[config.mk]
export PLATFORM = sky130hd
export DESIGN_NAME = tcf_ctrl
export DESIGN_NICKNAME = d
export VERILOG_FILES = /design/src/rtl/tcf_pkg.sv /design/src/rtl/tcf_ctrl.sv
export SDC_FILE = /design/constraint.sdc
export NUM_CORES = 1
export LEC_CHECK = 0
export ABC_CLOCK_PERIOD_IN_PS = 1500
export BUFFER_PORTS_ARGS = -buffer_cell sky130_fd_sc_hd__buf_4
export CORE_UTILIZATION = 35
export DETAILED_ROUTE_END_ITERATION = 8
export PLACE_DENSITY_LB_ADDON = 0.08
export SKIP_LAST_GASP = 1
export SLEW_MARGIN = 20
export SYNTH_ARGS = -nofsm -noshare
export SYNTH_HDL_FRONTEND = slang
export SYNTH_SLANG_ARGS = --single-unit
[constraint.sdc]
create_clock -name clock -period 1.5 [get_ports clock]
set_input_delay 0.075 -clock clock [delete_from_list [all_inputs] [get_ports clock]]
set_output_delay 0.075 -clock clock [all_outputs]
set_load 0.1 [all_outputs]
[src/rtl/tcf_pkg.sv]
// ----------------------------------------------------------------------------
// Tree centre finder package
// Shared widths, codes, command and status types for the tree centre finder.
// ----------------------------------------------------------------------------
package tcf_pkg;

   // Field widths.
   localparam int LABEL_W    = 10;
   localparam int COUNT_W    = 11;
   localparam int DEG_W      = 10;

   // Configuration port.
   localparam int CSR_ADDR_W = 3;
   localparam int CSR_DATA_W = 32;

   // Register index, taken from the word address bit of the configuration port.
   localparam logic REG_NODE_COUNT = 1'b0;

   // Request function codes.
   localparam logic FUNC_EDGE = 1'b0;
   localparam logic FUNC_FIND = 1'b1;

   typedef enum logic [3:0] {
      ST_CLEAR,
      ST_IDLE,
      ST_EDGE_A,
      ST_EDGE_B,
      ST_FIND,
      ST_SCAN,
      ST_LEVEL,
      ST_TRIM_Q,
      ST_TRIM_C,
      ST_TRIM_K,
      ST_TRIM_N,
      ST_TRIM_W,
      ST_SEL_INIT,
      ST_SEL,
      ST_LOAD,
      ST_EMIT
   } state_type;

   typedef enum logic [4:0] {
      OP_NONE,
      OP_ACCEPT,
      OP_EDGE_A,
      OP_EDGE_B,
      OP_FIND_INIT,
      OP_SCAN,
      OP_LEVEL,
      OP_TRIM_RQ,
      OP_TRIM_RC,
      OP_TRIM_CHK,
      OP_TRIM_RN,
      OP_TRIM_WN,
      OP_SEL_INIT,
      OP_SEL,
      OP_LOAD0,
      OP_LOAD1,
      OP_CLEAR
   } dp_op_type;

   typedef struct packed {
      dp_op_type op;
   } cmd_type;

   typedef struct packed {
      logic n_zero;
      logic n_one;
      logic walk_done;
      logic q_more;
      logic trim_go;
      logic nb_ok;
      logic have_b0;
      logic out_last;
      logic clr_done;
   } sts_type;

endpackage

[src/rtl/tcf_ctrl.sv]
// ----------------------------------------------------------------------------
// Tree centre finder controller
// State machine that sequences edge updates, the find run and the clearing
// pass, and drives the channel handshakes.
// ----------------------------------------------------------------------------
module tcf_ctrl (
   input  logic              clock,
   input  logic              reset,
   input  logic              req_valid,
   input  logic              req_func,
   output logic              req_stall,
   output logic              rsp_valid,
   input  logic              rsp_stall,
   input  tcf_pkg::sts_type  sts,
   output tcf_pkg::cmd_type  cmd
);
   import tcf_pkg::*;

   state_type state_ff, state_in;

   always_ff @(posedge clock) begin
      if (reset) begin
         state_ff <= ST_CLEAR;
      end else begin
         state_ff <= state_in;
      end
   end

   always_comb begin
      state_in  = state_ff;
      req_stall = 1'b1;
      rsp_valid = 1'b0;
      cmd.op    = OP_NONE;

      unique case (state_ff)
         ST_CLEAR: begin
            cmd.op = OP_CLEAR;
            if (sts.clr_done) begin
               state_in = ST_IDLE;
            end
         end
         ST_IDLE: begin
            req_stall = 1'b0;
            if (req_valid) begin
               cmd.op   = OP_ACCEPT;
               state_in = (req_func == FUNC_FIND) ? ST_FIND : ST_EDGE_A;
            end
         end
         ST_EDGE_A: begin
            cmd.op   = OP_EDGE_A;
            state_in = ST_EDGE_B;
         end
         ST_EDGE_B: begin
            cmd.op   = OP_EDGE_B;
            state_in = ST_IDLE;
         end
         ST_FIND: begin
            cmd.op = OP_FIND_INIT;
            priority if (sts.n_zero) begin
               state_in = ST_CLEAR;
            end else if (sts.n_one) begin
               state_in = ST_EMIT;
            end else begin
               state_in = ST_SCAN;
            end
         end
         ST_SCAN: begin
            cmd.op = OP_SCAN;
            if (sts.walk_done) begin
               state_in = ST_LEVEL;
            end
         end
         ST_LEVEL: begin
            cmd.op   = OP_LEVEL;
            state_in = sts.q_more ? ST_TRIM_Q : ST_SEL_INIT;
         end
         ST_TRIM_Q: begin
            cmd.op   = OP_TRIM_RQ;
            state_in = ST_TRIM_C;
         end
         ST_TRIM_C: begin
            cmd.op   = OP_TRIM_RC;
            state_in = ST_TRIM_K;
         end
         ST_TRIM_K: begin
            cmd.op   = OP_TRIM_CHK;
            state_in = (sts.trim_go && sts.nb_ok) ? ST_TRIM_N : ST_LEVEL;
         end
         ST_TRIM_N: begin
            cmd.op   = OP_TRIM_RN;
            state_in = ST_TRIM_W;
         end
         ST_TRIM_W: begin
            cmd.op   = OP_TRIM_WN;
            state_in = ST_LEVEL;
         end
         ST_SEL_INIT: begin
            cmd.op   = OP_SEL_INIT;
            state_in = ST_SEL;
         end
         ST_SEL: begin
            cmd.op = OP_SEL;
            if (sts.walk_done) begin
               state_in = ST_LOAD;
            end
         end
         ST_LOAD: begin
            cmd.op   = OP_LOAD0;
            state_in = sts.have_b0 ? ST_EMIT : ST_CLEAR;
         end
         ST_EMIT: begin
            rsp_valid = 1'b1;
            if (!rsp_stall) begin
               if (sts.out_last) begin
                  state_in = ST_CLEAR;
               end else begin
                  cmd.op = OP_LOAD1;
               end
            end
         end
         default: begin
            state_in = ST_CLEAR;
         end
      endcase
   end

endmodule

==> flow_summary.ini <==
[logic_synthesis]
synthArstFlopShare_pct = 0
ys_types = 36
synth_edf_count = 0
synth_seq_cells = 4
avgSynthCellArea_um2 = 7.750
synthFlopType = dfxtp_1
synthesis.nets = 81
synth-seq-area-share_pct = 15.42
syn_inst = 67
ys_warn_count = 0
synth_area_um2 = 519.2

[pwr]
p_seq_share_pct = 8.6
clockPowerShare_pct = 5.4
pwr-share-comb_pct = 86.0
p_int_mw = 1.151
p_per_area_nw_per_um2 = 2580
leakage_nw = 0.4078
switching_power_mw = 1.393
power.total_mw = 2.544
peakVddDrop_v = 0.002198
power_switching_share_pct = 54.76

[job]
cap_violations = 0

[placed_design]
place_congestion = 0.8146
port-buffer-count = 20
dp_hpwl_um = 1263
dp_cells = 114
placed_area_um2 = 812.0
place_ws_ps = 11.23

[finish]
final_cell_mix = buf_4 (27), nor3_1 (5), buf_6 (5), buf_12 (5), o21ai_0 (4)
fin_nets = 118
top_register = state_ff
num_antenna_cells = 0
drive_gt1_share_pct = 65.69
area_delta_synth_final_pct = 89.88
top_regs = state_ff x4
fin_cells = 117
final_common_cell = buf_4
largest_reg_flops = 4
stdcell_area_um2 = 985.9

[clock_tree]
worstSkewPairLatency_ps = 240
ctsHoldBuffers = 0
cts_sinks = 4
cts_setup_buffers = 0
cts_buffers = 3
clk_pin_slew_ps = 40
clock_path_buffers = 2
clock-root-buffer = clkbuf_4
h-tree-depth = 1
cts_tree = built

[setup_path]
crit_required_ps = 1420
critPathMaxFanout = 4
worstSetupPathType = flop to output pin
worstPathArrival_ps = 1510
cp-end-kind = output pin
worstSetupStartpointType = flop

[drt]
antenna_left = 0
drtIter0Drc = 9
wirelength_um = 1812
num_vias = 687
dr.pass1.iters = 4
wl_per_cell_um = 15.49
via_per_inst = 5.872
drc_errors = 0

[sta]
fin_crit_sh_pct = 105.9
rsz0062_at_grt = yes
report.final.slew_viol_count = 0
max_freq_mhz = 629.3
finalSetupViolations = 6
setup_ws_ps = -89.17
clock_skew_ps = 1.128
worst_pin_slew_ps = 314.4
relSlewSlack_pct = 78.97
hold_violations = 0
fin_hold_ws_ps = 31.53
layout_min_cycle_time_ps = 1589

[floorplan]
fp.dieH_um = 40.52
pin_count = 21
start_util_pct = 38.93
die_area_um2 = 1641
core_um2 = 1334
die_w_um = 40.52
row_count = 13

[global_routing]
grt_use_total_pct = 24.75
grt_pass1_vias = 637
antenna_found_initial = 0
gr-total-overflow = 0
grt_pass1_wl_um = 2656
grt_max_degree = 15

[run_status]
violations = negative setup slack
outcome = finished, violations left

[worst_hold_path]
holdCritPathClass = input pin to flop
## critical path: stages, from the launching register on
cell,delay [ps]
dfxtp_2,320
or3_4,420
buf_6,140
or2_4,230
buf_12,160
## area by class of cell
| type | instances | area [µm²] |
|---|---|---|
| inverters | 3 | 11.26 |
| fillers | 98 | 347.8 |
| multi-input cells | 55 | 488.0 |
| flip-flops and latches | 4 | 86.33 |
| well taps | 15 | 18.77 |
| clock buffers | 3 | 22.52 |
| repair buffers | 37 | 359.1 |
## cells by family (layout without fill, tap and decap cells)
kind of cell / count (synthesis) / count (layout) / synth area share (%)
AO/OA/AOI/OAI: 25 / 25 / 42.41
flip-flops: 4 / 4 / 15.42
buffers and inverters: 8 / 43 / 6.987
AND/OR/NAND/NOR: 28 / 28 / 31.57
multiplexers: 1 / 1 / 1.928
XOR/XNOR: 1 / 1 / 1.687
## metal layers
layer	part of all wire [%]	global-route usage [%]	wire length, µm
met1	44	28.48	790
met2	50	44.44	914
met3	5.4	6.667	97
met4	0.50	5.833	9
met5	0	0	0
## worst paths after layout
path | startpoint | end | slack, ps | cells past startpoint
worst max-delay path | state_ff[3]$_SDFFE_PP0P_ | req_stall | -90 | 4
worst min-delay path | reset | state_ff[0]$_SDFFE_PP0P_ | 30 | 2
worst max register to register | state_ff[3]$_SDFFE_PP0P_ | state_ff[3]$_SDFFE_PP0P_ | 0 | 4
worst min register to register | state_ff[1]$_SDFFE_PP0P_ | state_ff[1]$_SDFFE_PP0P_ | 670 | 3
## power groups by stage
stage	Clock [mW]	Combinational (mW)	Sequential, mW
floorplan	0	1.34	0.184
global placement	0	1.80	0.194
detailed placement	0	1.81	0.192
CTS	0.141	2.04	0.202
global route	0.145	2.29	0.224
finish	0.138	2.19	0.219
## synthesized netlist by cell type (2+ instances only)
cell type / n / share of area, %
a211oi_1: 3 / 4.3
a21o_1: 3 / 4.3
a311oi_1: 2 / 3.4
buf_2: 5 / 4.8
dfxtp_1: 4 / 15
inv_2: 2 / 1.4
nand2_1: 3 / 2.2
nand3_1: 4 / 3.9
nor2_1: 4 / 2.9
nor2b_1: 3 / 3.6
nor3_1: 6 / 5.8
o21ai_0: 4 / 3.9
## per-stage QoR
step | util [%] | setup TNS, ps
floorplan | - | -218.5
finish | 73.92 | -241.4
detailed placement | 60.88 | 0
global route | 73.92 | -479.5
global placement | 60.88 | 0
CTS | 69.70 | -393.6
## what timing repair did
item                                    in CTS  in global routing
pin swaps                                    2                  5
gates resized for setup                     23                 13
endpoints found under the setup margin       6                 11
Note: power is estimated with default switching activity, not from simulation.
